[src/hw/rtl/b64e_pkg.sv]
`timescale 1ns / 1ps
// shared types, constants and the character table for the base64 line encoder
package b64e_pkg;

  localparam int unsigned LineBytes = 3000;
  localparam int unsigned CountW    = 12;
  localparam logic [CountW-1:0] CountMax = '1;
  localparam logic [CountW-1:0] LineLimit = CountW'(LineBytes);

  localparam int unsigned QueueDepth = 2;
  localparam int unsigned PtrW       = $clog2(QueueDepth);
  localparam int unsigned FillW      = $clog2(QueueDepth + 1);

  localparam logic [6:0] PadChar = 7'd61;

  // one finished group as handed from front to back
  typedef struct packed {
    logic [23:0] word;
    logic [1:0]  nreal;
    logic        eol;
  } grp_t;

  // queue status seen by the producer and the consumer
  typedef struct packed {
    logic full;
    logic not_empty;
  } q_stat_t;

  function automatic logic [6:0] b64_char(input logic [5:0] sextet);
    logic [6:0] c;
    if (sextet < 6'd26) begin
      c = 7'd65 + {1'b0, sextet};
    end else if (sextet < 6'd52) begin
      c = 7'd71 + {1'b0, sextet};
    end else if (sextet < 6'd62) begin
      c = {1'b0, sextet} - 7'd4;
    end else if (sextet == 6'd62) begin
      c = 7'd43;
    end else begin
      c = 7'd47;
    end
    return c;
  endfunction

endpackage

[src/hw/rtl/b64e_in_if.sv]
`timescale 1ns / 1ps
// byte input channel
interface b64e_in_if;
  logic       valid;
  logic       ready;
  logic [7:0] data_byte;
  logic       final_byte;

  modport source (output valid, output data_byte, output final_byte, input ready);
  modport sink (input valid, input data_byte, input final_byte, output ready);
endinterface

[src/hw/rtl/b64e_out_if.sv]
`timescale 1ns / 1ps
// character output channel
interface b64e_out_if;
  logic       valid;
  logic       ready;
  logic [6:0] out_char;
  logic       line_end;
  logic       run_last;

  modport source (output valid, output out_char, output line_end, output run_last,
                  input ready);
  modport sink (input valid, input out_char, input line_end, input run_last,
                output ready);
endinterface

[src/hw/rtl/b64e_front.sv]
`timescale 1ns / 1ps
// front end: collects bytes into groups and tracks line length
module b64e_front
  import b64e_pkg::*;
(
  input  logic    clk_i,
  input  logic    rst_ni,
  b64e_in_if.sink in_i,
  input  q_stat_t q_stat_i,
  output logic    push_o,
  output grp_t    grp_o
);

  logic [1:0]        phase_q, phase_d;
  logic [15:0]       held_q, held_d;
  logic [CountW-1:0] count_q, count_d;
  logic [CountW-1:0] count_inc;
  logic              accept;
  logic              done;

  assign in_i.ready = !q_stat_i.full;
  assign accept     = in_i.valid && in_i.ready;

  assign count_inc = (count_q == CountMax) ? CountMax : count_q + 1'b1;

  // a group closes on its third byte or on the final byte
  assign done = (phase_q[1] || in_i.final_byte);

  always_comb begin
    phase_d     = phase_q;
    held_d      = held_q;
    count_d     = count_q;
    push_o      = 1'b0;
    grp_o.word  = {held_q, in_i.data_byte};
    grp_o.nreal = 2'd3;
    grp_o.eol   = in_i.final_byte || (count_inc >= LineLimit);
    case (phase_q)
      2'd0: begin
        grp_o.word  = {in_i.data_byte, 16'h0000};
        grp_o.nreal = 2'd1;
      end
      2'd1: begin
        grp_o.word  = {held_q[15:8], in_i.data_byte, 8'h00};
        grp_o.nreal = 2'd2;
      end
      default: begin
      end
    endcase
    if (accept) begin
      if (phase_q == 2'd0) begin
        held_d[15:8] = in_i.data_byte;
      end else if (phase_q == 2'd1) begin
        held_d[7:0] = in_i.data_byte;
      end
      if (done) begin
        push_o  = 1'b1;
        phase_d = 2'd0;
        count_d = grp_o.eol ? '0 : count_inc;
      end else begin
        phase_d = phase_q + 2'd1;
        count_d = count_inc;
      end
    end
  end

  always_ff @(posedge clk_i or negedge rst_ni) begin
    if (!rst_ni) begin
      phase_q <= 2'd0;
      count_q <= '0;
    end else begin
      phase_q <= phase_d;
      count_q <= count_d;
    end
  end

  always_ff @(posedge clk_i) begin
    held_q <= held_d;
  end

endmodule

[src/hw/rtl/b64e_fifo.sv]
`timescale 1ns / 1ps
// short group queue between front and back
module b64e_fifo
  import b64e_pkg::*;
(
  input  logic    clk_i,
  input  logic    rst_ni,
  input  logic    push_i,
  input  grp_t    grp_i,
  input  logic    pop_i,
  output grp_t    head_o,
  output q_stat_t stat_o
);

  grp_t             mem_q [QueueDepth];
  logic [PtrW-1:0]  wr_ptr_q, rd_ptr_q;
  logic [FillW-1:0] fill_q;

  assign head_o           = mem_q[rd_ptr_q];
  assign stat_o.full      = (fill_q == FillW'(QueueDepth));
  assign stat_o.not_empty = (fill_q != '0);

  always_ff @(posedge clk_i or negedge rst_ni) begin
    if (!rst_ni) begin
      wr_ptr_q <= '0;
      rd_ptr_q <= '0;
      fill_q   <= '0;
    end else begin
      if (push_i) begin
        wr_ptr_q <= (wr_ptr_q == PtrW'(QueueDepth - 1)) ? '0 : wr_ptr_q + 1'b1;
      end
      if (pop_i) begin
        rd_ptr_q <= (rd_ptr_q == PtrW'(QueueDepth - 1)) ? '0 : rd_ptr_q + 1'b1;
      end
      if (push_i && !pop_i) begin
        fill_q <= fill_q + 1'b1;
      end else if (pop_i && !push_i) begin
        fill_q <= fill_q - 1'b1;
      end
    end
  end

  always_ff @(posedge clk_i) begin
    if (push_i) begin
      mem_q[wr_ptr_q] <= grp_i;
    end
  end

endmodule

[src/hw/rtl/b64e_back.sv]
`timescale 1ns / 1ps
// back end: turns one group into four characters, one per cycle while the output is not stalled
module b64e_back
  import b64e_pkg::*;
(
  input  logic        clk_i,
  input  logic        rst_ni,
  input  q_stat_t     q_stat_i,
  input  grp_t        head_i,
  output logic        pop_o,
  b64e_out_if.source  out_o
);

  grp_t       grp_q, grp_d;
  logic [1:0] idx_q, idx_d;
  logic       active_q, active_d;
  logic       valid_q, valid_d;
  logic [6:0] char_q, char_d;
  logic       eol_q, eol_d;
  logic       last_q, last_d;
  logic       adv;
  grp_t       src;
  logic [1:0] k;
  logic [5:0] sextet;
  logic       pad;

  assign out_o.valid    = valid_q;
  assign out_o.out_char = char_q;
  assign out_o.line_end = eol_q;
  assign out_o.run_last = last_q;

  assign adv   = !valid_q || out_o.ready;
  assign pop_o = adv && !active_q && q_stat_i.not_empty;

  // a new group starts straight from the queue head, no bubble between groups
  assign src = active_q ? grp_q : head_i;
  assign k   = active_q ? idx_q : 2'd0;

  always_comb begin
    case (k)
      2'd0:    sextet = src.word[23:18];
      2'd1:    sextet = src.word[17:12];
      2'd2:    sextet = src.word[11:6];
      default: sextet = src.word[5:0];
    endcase
    pad = ((k == 2'd2) && (src.nreal < 2'd2)) || ((k == 2'd3) && (src.nreal < 2'd3));
  end

  always_comb begin
    grp_d    = grp_q;
    idx_d    = idx_q;
    active_d = active_q;
    valid_d  = valid_q;
    char_d   = char_q;
    eol_d    = eol_q;
    last_d   = last_q;
    if (adv) begin
      valid_d = active_q || q_stat_i.not_empty;
      char_d  = pad ? PadChar : b64_char(sextet);
      eol_d   = (k == 2'd3) && src.eol;
      last_d  = (k == 2'd3);
      if (pop_o) begin
        grp_d    = head_i;
        idx_d    = 2'd1;
        active_d = 1'b1;
      end else if (active_q) begin
        idx_d    = idx_q + 2'd1;
        active_d = (idx_q != 2'd3);
      end
    end
  end

  always_ff @(posedge clk_i or negedge rst_ni) begin
    if (!rst_ni) begin
      idx_q    <= 2'd0;
      active_q <= 1'b0;
      valid_q  <= 1'b0;
    end else begin
      idx_q    <= idx_d;
      active_q <= active_d;
      valid_q  <= valid_d;
    end
  end

  always_ff @(posedge clk_i) begin
    grp_q  <= grp_d;
    char_q <= char_d;
    eol_q  <= eol_d;
    last_q <= last_d;
  end

endmodule

[src/hw/rtl/base64_line_encoder.sv]
`timescale 1ns / 1ps
// top level of the streaming base64 encoder with line breaks
//
//   channel  dir  payload                          beat
//   in_i     in   data_byte[7:0], final_byte       one raw byte
//   out_o    out  out_char[6:0], line_end, run_last one character
//
// a byte is taken every cycle while the group queue has room
// the back end sends four characters per group, one per cycle while not stalled,
// so the sustained rate is set by that unit: four characters for every three bytes
// a closed group is queued, then its first character is registered in the back end
// a stalled output holds its character; the input keeps filling the queue meanwhile
// reset clears phase, line count, queue and output valid; no clearing pass
module base64_line_encoder
  import b64e_pkg::*;
(
  input  logic       clk_i,
  input  logic       rst_ni,
  b64e_in_if.sink    in_i,
  b64e_out_if.source out_o
);

  logic    push;
  logic    pop;
  grp_t    grp_in;
  grp_t    head;
  q_stat_t q_stat;

  b64e_front u_front (
    .clk_i    (clk_i),
    .rst_ni   (rst_ni),
    .in_i     (in_i),
    .q_stat_i (q_stat),
    .push_o   (push),
    .grp_o    (grp_in)
  );

  b64e_fifo u_fifo (
    .clk_i  (clk_i),
    .rst_ni (rst_ni),
    .push_i (push),
    .grp_i  (grp_in),
    .pop_i  (pop),
    .head_o (head),
    .stat_o (q_stat)
  );

  b64e_back u_back (
    .clk_i    (clk_i),
    .rst_ni   (rst_ni),
    .q_stat_i (q_stat),
    .head_i   (head),
    .pop_o    (pop),
    .out_o    (out_o)
  );

endmodule

[src/flat_wrapper.sv]
// flat-port wrapper written by rule: the top's interface ports become plain ports
module base64_line_encoder_flat import b64e_pkg::*;
  (clk_i, rst_ni, in_i_valid, in_i_data_byte, in_i_final_byte, in_i_ready, out_o_valid, out_o_out_char, out_o_line_end, out_o_run_last, out_o_ready);
  b64e_in_if in_i_i ();
  b64e_out_if out_o_i ();
  input  logic clk_i;
  input  logic rst_ni;
  input wire logic [$bits(in_i_i.valid)-1:0] in_i_valid;
  input wire logic [$bits(in_i_i.data_byte)-1:0] in_i_data_byte;
  input wire logic [$bits(in_i_i.final_byte)-1:0] in_i_final_byte;
  output wire logic [$bits(in_i_i.ready)-1:0] in_i_ready;
  output wire logic [$bits(out_o_i.valid)-1:0] out_o_valid;
  output wire logic [$bits(out_o_i.out_char)-1:0] out_o_out_char;
  output wire logic [$bits(out_o_i.line_end)-1:0] out_o_line_end;
  output wire logic [$bits(out_o_i.run_last)-1:0] out_o_run_last;
  input wire logic [$bits(out_o_i.ready)-1:0] out_o_ready;
  assign in_i_i.valid = in_i_valid;
  assign in_i_i.data_byte = in_i_data_byte;
  assign in_i_i.final_byte = in_i_final_byte;
  assign in_i_ready = in_i_i.ready;
  assign out_o_valid = out_o_i.valid;
  assign out_o_out_char = out_o_i.out_char;
  assign out_o_line_end = out_o_i.line_end;
  assign out_o_run_last = out_o_i.run_last;
  assign out_o_i.ready = out_o_ready;
  base64_line_encoder u_core (.clk_i(clk_i), .rst_ni(rst_ni), .in_i(in_i_i), .out_o(out_o_i));
endmodule
[config.mk]
export PLATFORM = sky130hd
export DESIGN_NAME = base64_line_encoder_flat
export DESIGN_NICKNAME = d
export VERILOG_FILES = /design/src/hw/rtl/b64e_pkg.sv /design/src/hw/rtl/b64e_in_if.sv /design/src/hw/rtl/b64e_out_if.sv /design/src/hw/rtl/b64e_front.sv /design/src/hw/rtl/b64e_fifo.sv /design/src/hw/rtl/b64e_back.sv /design/src/hw/rtl/base64_line_encoder.sv /design/src/flat_wrapper.sv
export SDC_FILE = /design/constraint.sdc
export NUM_CORES = 1
export LEC_CHECK = 0
export ABC_AREA = 1
export BUFFER_PORTS_ARGS = -buffer_cell sky130_fd_sc_hd__buf_2
export CAP_MARGIN = 40
export CORE_ASPECT_RATIO = 1.5
export CORE_MARGIN = 5
export CORE_UTILIZATION = 50
export DETAILED_ROUTE_END_ITERATION = 16
export GPL_TIMING_DRIVEN = 1
export PLACE_DENSITY = 0.67
export REMOVE_ABC_BUFFERS = 1
export SLEW_MARGIN = 20
export SYNTH_ARGS = -nofsm -noshare
export SYNTH_HDL_FRONTEND = slang
export SYNTH_SLANG_ARGS = --single-unit
[constraint.sdc]
create_clock -name clk_i -period 7.2 [get_ports clk_i]
set_clock_uncertainty 0.05 [all_clocks]
set_input_delay 1.8 -clock clk_i [delete_from_list [all_inputs] [get_ports clk_i]]
set_output_delay 1.8 -clock clk_i [all_outputs]
set_load 0.05 [all_outputs]
==> results of run 1 <==
[stage by stage]
| stage | area (um2) | total power [uW] | std cells | worst slack (ns) | hold slack [ns] |
|---|---|---|---|---|---|
| finish | 6875 | 3276 | 800 | 4.109 | 0.4611 |
| global route | 6875 | 3515 | 800 | 3.961 | 0.4829 |
| CTS | 6875 | 3298 | 800 | 4.078 | 0.4626 |
| detailed placement | 6266 | 2433 | 768 | 3.715 | 0.4474 |
| global placement | 6261 | 2400 | 767 | 3.804 | 0.4348 |
| floorplan | 5907 | 2109 | 586 | 2.222 | 0.4135 |
[flip-flops by register name (all words and copies together) (netlist names)]
| register | cells |
|---|---|
| u_core.u_fifo.wr_ptr_q | 1 |
| u_core.u_fifo.fill_q | 2 |
| u_core.u_back.grp_q | 27 |
| u_core.u_back.active_q | 1 |
| u_core.u_fifo.rd_ptr_q | 1 |
| u_core.u_front.held_q | 16 |
| u_core.u_back.idx_q | 2 |
| u_core.u_back.out_o.line_end | 1 |
| u_core.u_back.out_o.valid | 1 |
| u_core.u_back.out_o.out_char | 7 |
| u_core.u_front.phase_q | 2 |
| u_core.u_front.count_q | 12 |
| u_core.u_back.out_o.run_last | 1 |
| u_core.u_fifo.mem_q | 54 |
[logic make-up after synthesis]
| logic type | count (synthesis) | share of synthesized area (%) |
|---|---|---|
| compound gates | 58 | 5.109 |
| xor+xnor | 10 | 1.466 |
| fa+ha+maj | 12 | 2.512 |
| buf+inv | 76 | 5.130 |
| flops | 128 | 62.48 |
| simple gates | 315 | 23.30 |
[synth_stat cells (4+ instances only)]
master	n
a21oi_1	10
clkbuf_1	6
dfrtp_1	22
edfxtp_1	106
ha_1	12
inv_1	53
inv_2	8
nand2_1	191
nand2_2	17
nand3_1	30
nand3b_1	4
nand4_1	4
nor2_1	47
nor2_2	6
o21ai_0	36
o21ai_1	5
xnor2_1	5
xor2_1	5
[power by group through the flow]
stage	sequential [uW]	combinational [uW]	clock [uW]
2_1_floorplan	1300	804	0
3_3_place_gp	1210	1190	0
3_5_place_dp	1210	1220	0
4_1_cts	1200	1220	876
5_1_grt	1220	1380	914
6_report	1200	1220	860
[final cells by class]
cell class                      instances  area [um2]  share of cell area, %
Multi-Input combinational cell        395        1946                  28.30
Clock inverter                         15       183.9                  2.675
Clock buffer                           17       425.4                  6.187
Sequential cell                       128        3734                  54.30
Timing Repair Buffer                   29       157.7                  2.293
Inverter                               63       237.7                  3.458
Tap cell                              153       191.4                  2.784
[critical path, cell delays in order (launching register included)]
cell	delay [ns]
dfrtp_1	0.39
inv_1	0.08
nand2_1	0.09
buf_2	0.27
[final timing paths]
kind | startpoint | end | slack (ns) | cells after the start
worst max-delay path | u_core.u_fifo.fill_q[0]$_DFFE_PN0P_ | in_i_ready | 4.11 | 3
worst min-delay path | u_core.u_fifo.mem_q[0][19]$_DFFE_PP_ | u_core.u_back.grp_q[19]$_DFFE_PP_ | 0.46 | 2
worst max register to register | u_core.u_fifo.rd_ptr_q$_DFFE_PN0P_ | u_core.u_back.out_o.out_char[3]$_SDFFCE_PP1N_ | 4.37 | 14
worst min register to register | u_core.u_fifo.mem_q[0][19]$_DFFE_PP_ | u_core.u_back.grp_q[19]$_DFFE_PP_ | 0.46 | 2
max in group asynchronous | rst_ni | u_core.u_back.out_o.valid$_DFFE_PN0N_ | 5.43 | 1
min in group asynchronous | rst_ni | u_core.u_front.count_q[10]$_DFFE_PN0P_ | 1.31 | 1
[per-layer routing]
| metal | wire length (um) | up-vias |
|---|---|---|
| li1 | - | 2042 |
| met1 | 4196 | 1838 |
| met2 | 5965 | 78 |
| met3 | 395 | 19 |
| met4 | 289 | 0 |
| met5 | 0 | - |
==> metrics.md, run 1 <==
| Metric | Value |
|---|---|
| Status | complete, no violations |
| Num rows | 49 |
| Layout net count | 659 |
| Initial core utilization | between 50 and 60% |
| DP HPWL | 7961 um |
| Number of flops mapped to enable cells by yosys | 106 |
| Hold buffer count at CTS | 0 |
| Clk_lat worst skew | 0.41 ns |
| Global-route wire length before repair | 18290 um |
| Met2 GRT Util | 30.45% |
| CTS tree | built |
| Largest net degree at the start of global routing | 30 |
| Most Crowded Layer GR | met2 |
| Final hold vios | 0 |
| Crit start category | flop |
| Yosys cell types | 38 |
| Vias per cell | ~5.0 |
| Fill cells | around 1000 |
| Top FF cell, synth | edfxtp_1 |
| Post-layout util | about three fifths |
| CTS Buf Count | 17 |
| DR vias | 3977 |
| Commonest cells after routing, fill and taps aside | nand2_1, edfxtp_1, inv_1, nor2_1, o21ai_0 |
| Final setup violation count | 0 |
| Critical path data required time | 5.35 ns |
| Power Dens Cells | ~480 nW/um2 |
| Top cell type's share of synthesized area | roughly 53% |
| Relative slew slack | 56.28% |
| Top post-synthesis cells by area | edfxtp_1, nand2_1, dfrtp_1 |
| Hold WC Path Type | reg2reg |
| Setup TNS | 0 ns |
| M3 GR Usage | 4.614% |
| Die area | between 10000 and 15000 um2 |
| CTS Sinks | 128 |
| Sw Share | about two fifths |
| DRT iter0 DRCs | 181 |
| Most common cell after layout, fill and taps aside | nand2_1 |
| Fmax | around 320 MHz |
| Pre-Repair DR Iteration Count | 4 |
| Leak Pwr | 0.002951 uW |
| Setup Buffers After CTS | 0 |
| Grt ovf | 0 |
| Diode count | 0 |
| Die width | 99.26 um |
| H-Tree Depth | 4 |
| Maxcap violations | 0 |
| Maximum VDD drop | around 0.22 mV |
| Critical path type | reg2out |
| P_int | roughly 2000 uW |
| Max Slew Vio Count | 0 |
| Gate power share | 37.1% |
| DRC Markers | 0 |
| Core Region | 11830 um2 |
| Syn Area/Cell | 9.976 um2 |
| Gpl congestion | 0.8509 |
| WL final | 10850 um |
| Fraction of layout cells with a size suffix above 1 | 16.38% |
| Met1 Use GR | between 10% and 20% |
| Initial antenna violation count | 0 |
| Clk buf depth | 2 |
| Async set-or-reset flop fraction in the synthesized netlist | roughly 17% |
| Worst-path clk slew | 0.06 ns |
| DRT antenna net count | 0 |
| Syn-to-layout area delta | 15.05% |
| Maximum fanout along the worst path | 3 |
| Clk Tree Root Cell | clkbuf_16 |
| Sequential share of the synthesized area | a little over three fifths |
| Port Buffers | 23 |
| Wire per inst | 13.56 um |
| Mapped Area | between 5000 and 6000 um2 |
| NetSw | around 1300 uW |
| Area leader, netlist | edfxtp_1 |
| Arrival @ worst endpoint | 1.24 ns |
| Overall routing resource usage | 16.58% |
| Chip Height | around 140 um |
| RSZ-0062 raised after global routing | no |
| Final min period | 3.091 ns |
| Yosys reg bits | between 100 and 150 |
| Number of global-route vias before repair | 3948 |
| Tcrit/Tclk final | between 40% and 50% |
| Clk pwr share | 26.3% |
| CTS resizes | 0 |
| Worst Tran Pin Value | 0.6534 ns |
| I/O pin cnt | 24 |
| Sequential power share | 36.6% |
| Ys Warns | 0 |
| Post-synthesis cell count | 599 |
| Crit end category | primary output |
No activity file was read; power rests on OpenSTA's default activity.
==> inputs of run 2 (changes only) <==
--- a/config.mk
+++ b/config.mk
@@ -5,7 +5,7 @@
 export SDC_FILE = /design/constraint.sdc
 export NUM_CORES = 1
 export LEC_CHECK = 0
-export ABC_AREA = 1
+export ABC_AREA = 0
 export BUFFER_PORTS_ARGS = -buffer_cell sky130_fd_sc_hd__buf_2
 export CAP_MARGIN = 40
 export CORE_ASPECT_RATIO = 1.5
==> constraint.sdc (replaced) <==
create_clock -name clk_i -period 2.95 [get_ports clk_i]
set_clock_uncertainty 0.05 [all_clocks]
set_input_delay 0.7375 -clock clk_i [delete_from_list [all_inputs] [get_ports clk_i]]
set_output_delay 0.7375 -clock clk_i [all_outputs]
set_load 0.05 [all_outputs]
==> run 2 against run 1 <==
Design area is 2.1% lower. Sequential share of layout area is 1.1 points higher. Synthesized cell count is 27% lower. Non-clock buffer count is 6 higher. Critical path depth is 6 higher. First-iteration DRC count is 8.8% lower. Clock power is 110% higher. Combinational power is 130% higher. Sequential power is 140% higher. Flip-flop and latch count stayed put. Largest cell class unchanged. Largest power group unchanged.
==> metrics.md, run 2 <==
| Metric | Value |
|---|---|
| Number of global-route vias before repair | 3612 (-8.5%) |
| Status | complete, no violations |
| Yosys reg bits | 128 (unchanged) |
| Max Slew Vio Count | 0 (unchanged) |
| H-Tree Depth | 4 (unchanged) |
| Chip Height | 143.0 um (-0.64%) |
| Pre-Repair DR Iteration Count | 6 (+2) |
| Register Area | 3734 um2 (unchanged) |
| Diode count | 0 (unchanged) |
| Top-count cell post-synth | edfxtp_1 |
| Largest Register | u_core.u_fifo.mem_q |
| Largest net degree at the start of global routing | 29 (-3.3%) |
| RR Endpoint | u_core.u_back.out_o.out_char[2]$_SDFFCE_PP1N_ |
| CTS Buf Count | 17 (unchanged) |
| Initial core utilization | 51.11% (+0.60 points) |
| Critical path data required time | 3.05 ns (-2.30 ns) |
| DRC Markers | 0 (unchanged) |
| Final hold vios | 0 (unchanged) |
| Ys Warns | 0 (unchanged) |
| Top post-synthesis cells by area | edfxtp_1, dfrtp_1, mux2_2 |
| Power Dens Cells | 1107 nW/um2 (+130%) |
| Overall power | 7458 uW (+130%) |
| DR vias | 3524 (-11%) |
| Worst r2r path cells | 9 (-5) |
| Reg-to-reg startpoint | u_core.u_back.idx_q[0]$_DFFE_PN0P_ |
| RSZ-0062 raised after global routing | no |
| Fmax | 373.1 MHz |
| Fin area | 6734 um2 (-2.1%) |
| Syn Area/Cell | 13.49 um2 (+35%) |
| Max reg flops | 54 (unchanged) |
| Hold WC Path Type | in2async |
| Top FF cell, synth | edfxtp_1 |
| CTS resizes | 0 (unchanged) |
| Worst hold margin | 0.2658 ns (-0.1953 ns) |
| Tcrit/Tclk final | 90.86% |
| Setup Buffers After CTS | 0 (unchanged) |
| Area of the multi-input gates | 2016 um2 (+3.6%) |
| Fill cells | 976 (+0.51%) |
| Die width | 98.64 um (-0.62%) |
| Layout net count | 497 (-25%) |
| Yosys cell types | 62 (+63%) |
| Setup TNS | 0 ns (unchanged) |
| Global-route wire length before repair | 17830 um (-2.5%) |
| Placement-stage cell area | 6218 um2 (-0.76%) |
| Num rows | 48 (-2.0%) |
| Grt ovf | 0 (unchanged) |
| Clk buf depth | 2 (unchanged) |
| DRT iter0 DRCs | 165 (-8.8%) |
| Clk Tree Root Cell | clkbuf_16 |
| Overall routing resource usage | 16.44% (-0.14 points) |
| DP HPWL | 8061 um (+1.3%) |
| Maximum fanout along the worst path | 6 (+3) |
| Die area | 14100 um2 (-1.3%) |
| Number of flops mapped to enable cells by yosys | 106 (unchanged) |
| Crit end category | flop |
| Post-layout util | 58.40% (+0.29 points) |
| Initial antenna violation count | 0 (unchanged) |
| Final min period | 2.680 ns |
| Commonest cells after routing, fill and taps aside | edfxtp_1, mux2_2, nand2_1, nor2_1, buf_2 |
| Final setup violation count | 0 (unchanged) |
| Hold buffer count at CTS | 0 (unchanged) |
| Syn-to-layout area delta | 14.27% |
| Arrival @ worst endpoint | 2.78 ns (+1.54 ns) |
| I/O pin cnt | 24 (unchanged) |
| Clk_lat worst skew | 0.40 ns (about the same) |
| Fraction of layout cells with a size suffix above 1 | 21.28% (+4.9 points) |
| CTS tree | built |
| Leak Pwr | 0.002457 uW (-17%) |
| Gpl congestion | 0.8701 (+2.3%) |
| Vias per cell | 5.558 (+12%) |
| Met2 WL | 6045 um (+1.3%) |
| Relative slew slack | 51.19% (-5.1 points) |
| WL final | 10970 um (+1.1%) |
| Most common cell after layout, fill and taps aside | edfxtp_1 |
| Sequential share of the synthesized area | 63.35% (+0.88 points) |
| Top cell type's share of synthesized area | 54.01% (+0.75 points) |
| CTS Sinks | 128 (unchanged) |
| Most frequent cells after synthesis | edfxtp_1, mux2_2, nand2_1 |
| Async set-or-reset flop fraction in the synthesized netlist | 17.19% (unchanged) |
| Crit start category | flop |
| Worst Tran Pin Value | 0.7137 ns (+0.06031 ns) |
| Largest registers | u_core.u_fifo.mem_q: 54 flops, u_core.u_back.grp_q: 27 flops, u_core.u_front.held_q: 16 flops |
| Metal-1 WL | 4339 um (+3.4%) |
| Post-synthesis cell count | 437 (-27%) |
| Internal reg-to-reg setup slack | 0.27 ns (-4.10 ns) |
| Core Region | 11530 um2 (-2.5%) |
| Critical path type | reg2reg |
| Wire per inst | 17.29 um (+28%) |
| DRT antenna net count | 0 (unchanged) |
| Maxcap violations | 0 (unchanged) |
| Port Buffers | 23 (unchanged) |
| Top Metal Used | met4 |
| Mapped Area | 5893 um2 (-1.4%) |
| Met3 WL | 293 um (-26%) |
| Worst-path clk slew | 0.05 ns (about the same) |
| Area leader, netlist | edfxtp_1 |
| Maximum VDD drop | 0.4615 mV (+110%) |
## run 2: changes by cell type after synthesis, moves of 11 or more
cell / previous run / this run
a22o_1: 0 / 20
and2_1: 2 / 13
inv_1: 53 / 17
mux2_2: 0 / 31
nand2_1: 191 / 25
nand2_2: 17 / 0
nand3_1: 30 / 14
nor2_1: 47 / 24
o21ai_0: 36 / 19
## run 2: per-stage QoR
stage | cells | setup WS, ns
final | 634 | 0.2696
after global placement | 603 | 0.3404
after CTS | 634 | 0.2625
after floorplan | 418 | -0.8722
after detailed placement | 603 | 0.2695
after global routing | 634 | 0.05272
## run 2: worst max-delay path by stage
| stage | startpoint | endpoint | slack (ns) |
|---|---|---|---|
| after floorplan | out_o_ready | u_core.u_fifo.fill_q[1]$_DFFE_PN0P_ | -0.87 |
| after global placement | u_core.u_back.idx_q[0]$_DFFE_PN0P_ | u_core.u_back.out_o.out_char[2]$_SDFFCE_PP1N_ | 0.34 |
| after detailed placement | u_core.u_back.idx_q[0]$_DFFE_PN0P_ | u_core.u_back.out_o.out_char[2]$_SDFFCE_PP1N_ | 0.27 |
| after CTS | u_core.u_back.idx_q[0]$_DFFE_PN0P_ | u_core.u_back.out_o.out_char[2]$_SDFFCE_PP1N_ | 0.26 |
| after global routing | u_core.u_back.idx_q[0]$_DFFE_PN0P_ | u_core.u_back.out_o.out_char[2]$_SDFFCE_PP1N_ | 0.05 |
| final | u_core.u_back.idx_q[0]$_DFFE_PN0P_ | u_core.u_back.out_o.out_char[2]$_SDFFCE_PP1N_ | 0.27 |
## run 2: final cells by class
cell class,instances,area share (%)
flip-flops and latches,128,55.44
multi-input cells,273,29.93
clock buffers,24,6.708
repair buffers,35,3.233
well taps,150,2.787
clock inverters,7,0.9476
inverters,17,0.9476
## run 2: cell families (layout without fill, tap and decap cells)
group                    count (synthesis)  after routing  synth area share [%]
buffers and inverters                   36             83                 2.569
multiplexers                            42             42                 8.514
AND/OR/NAND/NOR                        117            117                 10.25
flip-flops                             128            128                 63.35
AO/OA/AOI/OAI                           91             91                 11.13
XOR/XNOR                                11             11                 1.635
adder cells (fa/ha/maj)                 12             12                 2.548
## run 2: routing by layer
metal  vias up  GRT usage [%]
li1       1730              -
met5         -              0
met3        16          3.812
met1      1714          17.31
met2        64          30.73
met4         0          7.626
## run 2: worst max-delay path: stages, from the launching register on
cell and delay, ns:
dfrtp_1 0.36, mux4_2 0.53, nor2_1 0.09, or2_1 0.22, inv_1 0.09, ha_1 0.25, a21oi_2 0.14, o21a_2 0.18
o21ba_1 0.16, a221o_1 0.34
## run 2: power by group
group | leakage, uW | total, uW | internal (uW) | switching, uW
registers | 0.00127 | 2820 | 2620 | 194
clock network | 0.000245 | 1810 | 1140 | 668
logic | 0.000945 | 2830 | 1150 | 1680
==> inputs of run 3 (changes only) <==
--- a/config.mk
+++ b/config.mk
@@ -8,7 +8,7 @@
 export ABC_AREA = 0
 export BUFFER_PORTS_ARGS = -buffer_cell sky130_fd_sc_hd__buf_2
 export CAP_MARGIN = 40
-export CORE_ASPECT_RATIO = 1.5
+export CORE_ASPECT_RATIO = 0.9
 export CORE_MARGIN = 5
 export CORE_UTILIZATION = 50
 export DETAILED_ROUTE_END_ITERATION = 16
==> run 3 against run 2 <==
Count of clock-buffer cells in the layout is 7 lower. Largest cell class unchanged. Via count is 3.6% higher. Hold slack gained 0.0033 ns. Cell count grew 1.9%. Power up 4.3%. Critical path depth unchanged. Non-clock buffer count is 6 higher.
==> metrics.md, run 3 (synthesis results as in run 2) <==
| Metric | Value |
|---|---|
| Status | complete, no violations |
| Die width | 124.4 um (+26%) |
| Gate power share | 38.2% (+0.3 points) |
| Hold buffer count at CTS | 0 (unchanged) |
| CTS Buf Count | 17 (unchanged) |
| Final setup violation count | 0 (unchanged) |
| Critical path data required time | 3.07 ns (+0.02 ns) |
| Power Dens Cells | 1137 nW/um2 (+2.7%) |
| Critical path type | reg2reg |
| RR Endpoint | u_core.u_back.out_o.out_char[4]$_SDFFCE_PP1N_ |
| Layout net count | 503 (+1.2%) |
| Clk buf depth | 2 (unchanged) |
| DP HPWL | 8384 um (+4.0%) |
| Final min period | 2.745 ns (+0.06500 ns) |
| Initial antenna violation count | 0 (unchanged) |
| Internal reg-to-reg setup slack | 0.20 ns (-0.06 ns) |
| DRT antenna net count | 0 (unchanged) |
| Port Buffers | 23 (unchanged) |
| Fraction of layout cells with a size suffix above 1 | 23.47% (+2.2 points) |
| Global-route wire length before repair | 19260 um (+8.0%) |
| Maximum fanout along the worst path | 11 (+5) |
| DR vias | 3652 (+3.6%) |
| Clk_lat worst skew | 0.41 ns (about the same) |
| Pre-Repair DR Iteration Count | 5 (-1) |
| Relative slew slack | 55.61% (+4.4 points) |
| Largest net degree at the start of global routing | 29 (unchanged) |
| Overall power | 7776 uW (+4.3%) |
| Arrival @ worst endpoint | 2.87 ns (+0.09 ns) |
| RSZ-0062 raised after global routing | no |
| Diode count | 0 (unchanged) |
| Dpl cells | 615 (+2.0%) |
| Grt ovf | 0 (unchanged) |
| Chip Height | 113.0 um (-21%) |
| Leak Pwr | 0.002507 uW (+2.1%) |
| Fmax | 364.2 MHz (-2.4%) |
| Setup Buffers After CTS | 0 (unchanged) |
| I/O pin cnt | 24 (unchanged) |
| Worst slack at placement | 0.2190 ns (-0.05056 ns) |
| Sw Share | 34.97% (+0.88 points) |
| Worst-path clk slew | 0.06 ns (about the same) |
| Clk pwr share | 25.5% (+1.2 points) |
| Worst r2r path cells | 9 (unchanged) |
| P_int | 5057 uW (+2.9%) |
| Max Slew Vio Count | 0 (unchanged) |
| Fin cells | 646 (+1.9%) |
| Vias per cell | 5.653 (+1.7%) |
| Core Region | 11480 um2 (-0.43%) |
| Largest Register | u_core.u_fifo.mem_q |
| Final hold vios | 0 (unchanged) |
| Reg-to-reg startpoint | u_core.u_back.idx_q[1]$_DFFE_PN0P_ |
| Num rows | 37 (-23%) |
| Crit end category | flop |
| Worst Tran Pin Value | 0.6635 ns (-0.05026 ns) |
| Gpl congestion | 0.9173 (+5.4%) |
| Largest registers | u_core.u_fifo.mem_q: 54 flops, u_core.u_back.grp_q: 27 flops, u_core.u_front.held_q: 16 flops |
| Crit start category | flop |
| Clk Tree Root Cell | clkbuf_16 |
| Maxcap violations | 0 (unchanged) |
| H-Tree Depth | 4 (unchanged) |
| Number of global-route vias before repair | 3532 (-2.2%) |
| Overall routing resource usage | 17.78% (+1.3 points) |
| CTS tree | built |
| DRT iter0 DRCs | 260 (+58%) |
| Wire per inst | 18.34 um (+6.0%) |
| WL final | 11850 um (+8.1%) |
| Maximum VDD drop | 0.7576 mV (+64%) |
| Setup TNS | 0 ns (unchanged) |
| Syn-to-layout area delta | 16.05% |
| CTS resizes | 0 (unchanged) |
| Commonest cells after routing, fill and taps aside | edfxtp_1, mux2_2, nand2_1, nor2_1, buf_2 |
| Tcrit/Tclk final | 93.07% (+2.2 points) |
| CTS Sinks | 128 (unchanged) |
| Initial core utilization | 51.33% (+0.22 points) |
| Final Worst Setup Slack | 0.2046 ns (-0.06500 ns) |
| Hold WC Path Type | in2async |
| Most common cell after layout, fill and taps aside | edfxtp_1 |
| Max reg flops | 54 (unchanged) |
| Sequential power share | 36.3% (-1.5 points) |
| NetSw | 2719 uW (+7.0%) |
| DRC Markers | 0 (unchanged) |
| Die area | 14060 um2 (-0.29%) |
run 3: how the worst max path moves through the flow:
stage                                                    endpoint  slack [ns]                               start  cells after the start
floorplan                     u_core.u_fifo.fill_q[1]$_DFFE_PN0P_       -0.87                         out_o_ready                      7
global placement    u_core.u_back.out_o.out_char[4]$_SDFFCE_PP1N_        0.22  u_core.u_back.idx_q[1]$_DFFE_PN0P_                      9
detailed placement  u_core.u_back.out_o.out_char[4]$_SDFFCE_PP1N_        0.22  u_core.u_back.idx_q[1]$_DFFE_PN0P_                      9
CTS                 u_core.u_back.out_o.out_char[4]$_SDFFCE_PP1N_        0.21  u_core.u_back.idx_q[1]$_DFFE_PN0P_                      9
global route        u_core.u_back.out_o.out_char[4]$_SDFFCE_PP1N_        0.11  u_core.u_back.idx_q[1]$_DFFE_PN0P_                      9
finish              u_core.u_back.out_o.out_char[4]$_SDFFCE_PP1N_        0.20  u_core.u_back.idx_q[1]$_DFFE_PN0P_                      9
run 3: power by group through the flow:
stage               combinational, uW  clock, uW  sequential (uW)
finish                           2970       1980             2820
floorplan                        1800          0             3110
global placement                 2980          0             2840
CTS                              2990       2020             2820
global route                     3250       2110             2870
detailed placement               2980          0             2850
run 3: layout make-up:
cell class / instances / area (um2)
Clock buffer: 17 / 425.4
Timing Repair Buffer: 41 / 262.8
Multi-Input combinational cell: 273 / 2016
Sequential cell: 128 / 3734
Fill cell: 938 / 4642
Tap cell: 156 / 195.2
Inverter: 17 / 63.81
Clock inverter: 14 / 142.6
run 3: metrics by stage:
stage	hold WS [ns]	instance area, um2	utilization (%)
final	0.2691	6839	59.57
after global routing	0.3138	6839	59.57
after CTS	0.2765	6839	59.57
after detailed placement	0.4435	6271	54.62
after global placement	0.4374	6271	54.62
after floorplan	0.3919	5806	-
run 3: worst max-delay path, stage by stage (launching register included):
cell and delay (ns):
dfrtp_1 0.56, buf_4 0.24, mux4_2 0.22, mux2_2 0.24
inv_1 0.06, ha_1 0.21, nor2b_1 0.28, o21ai_0 0.14
a221o_1 0.36, a21o_1 0.15
run 3: routing by layer:
layer  global-route usage [%]  routed length (um)  vias to the layer above
li1                         -                   -                     1747
met1                    24.61                5679                     1805
met2                    27.27                5470                       88
met3                    4.814                 530                       12
met4                    6.355                 167                        0
met5                        0                   0                        -
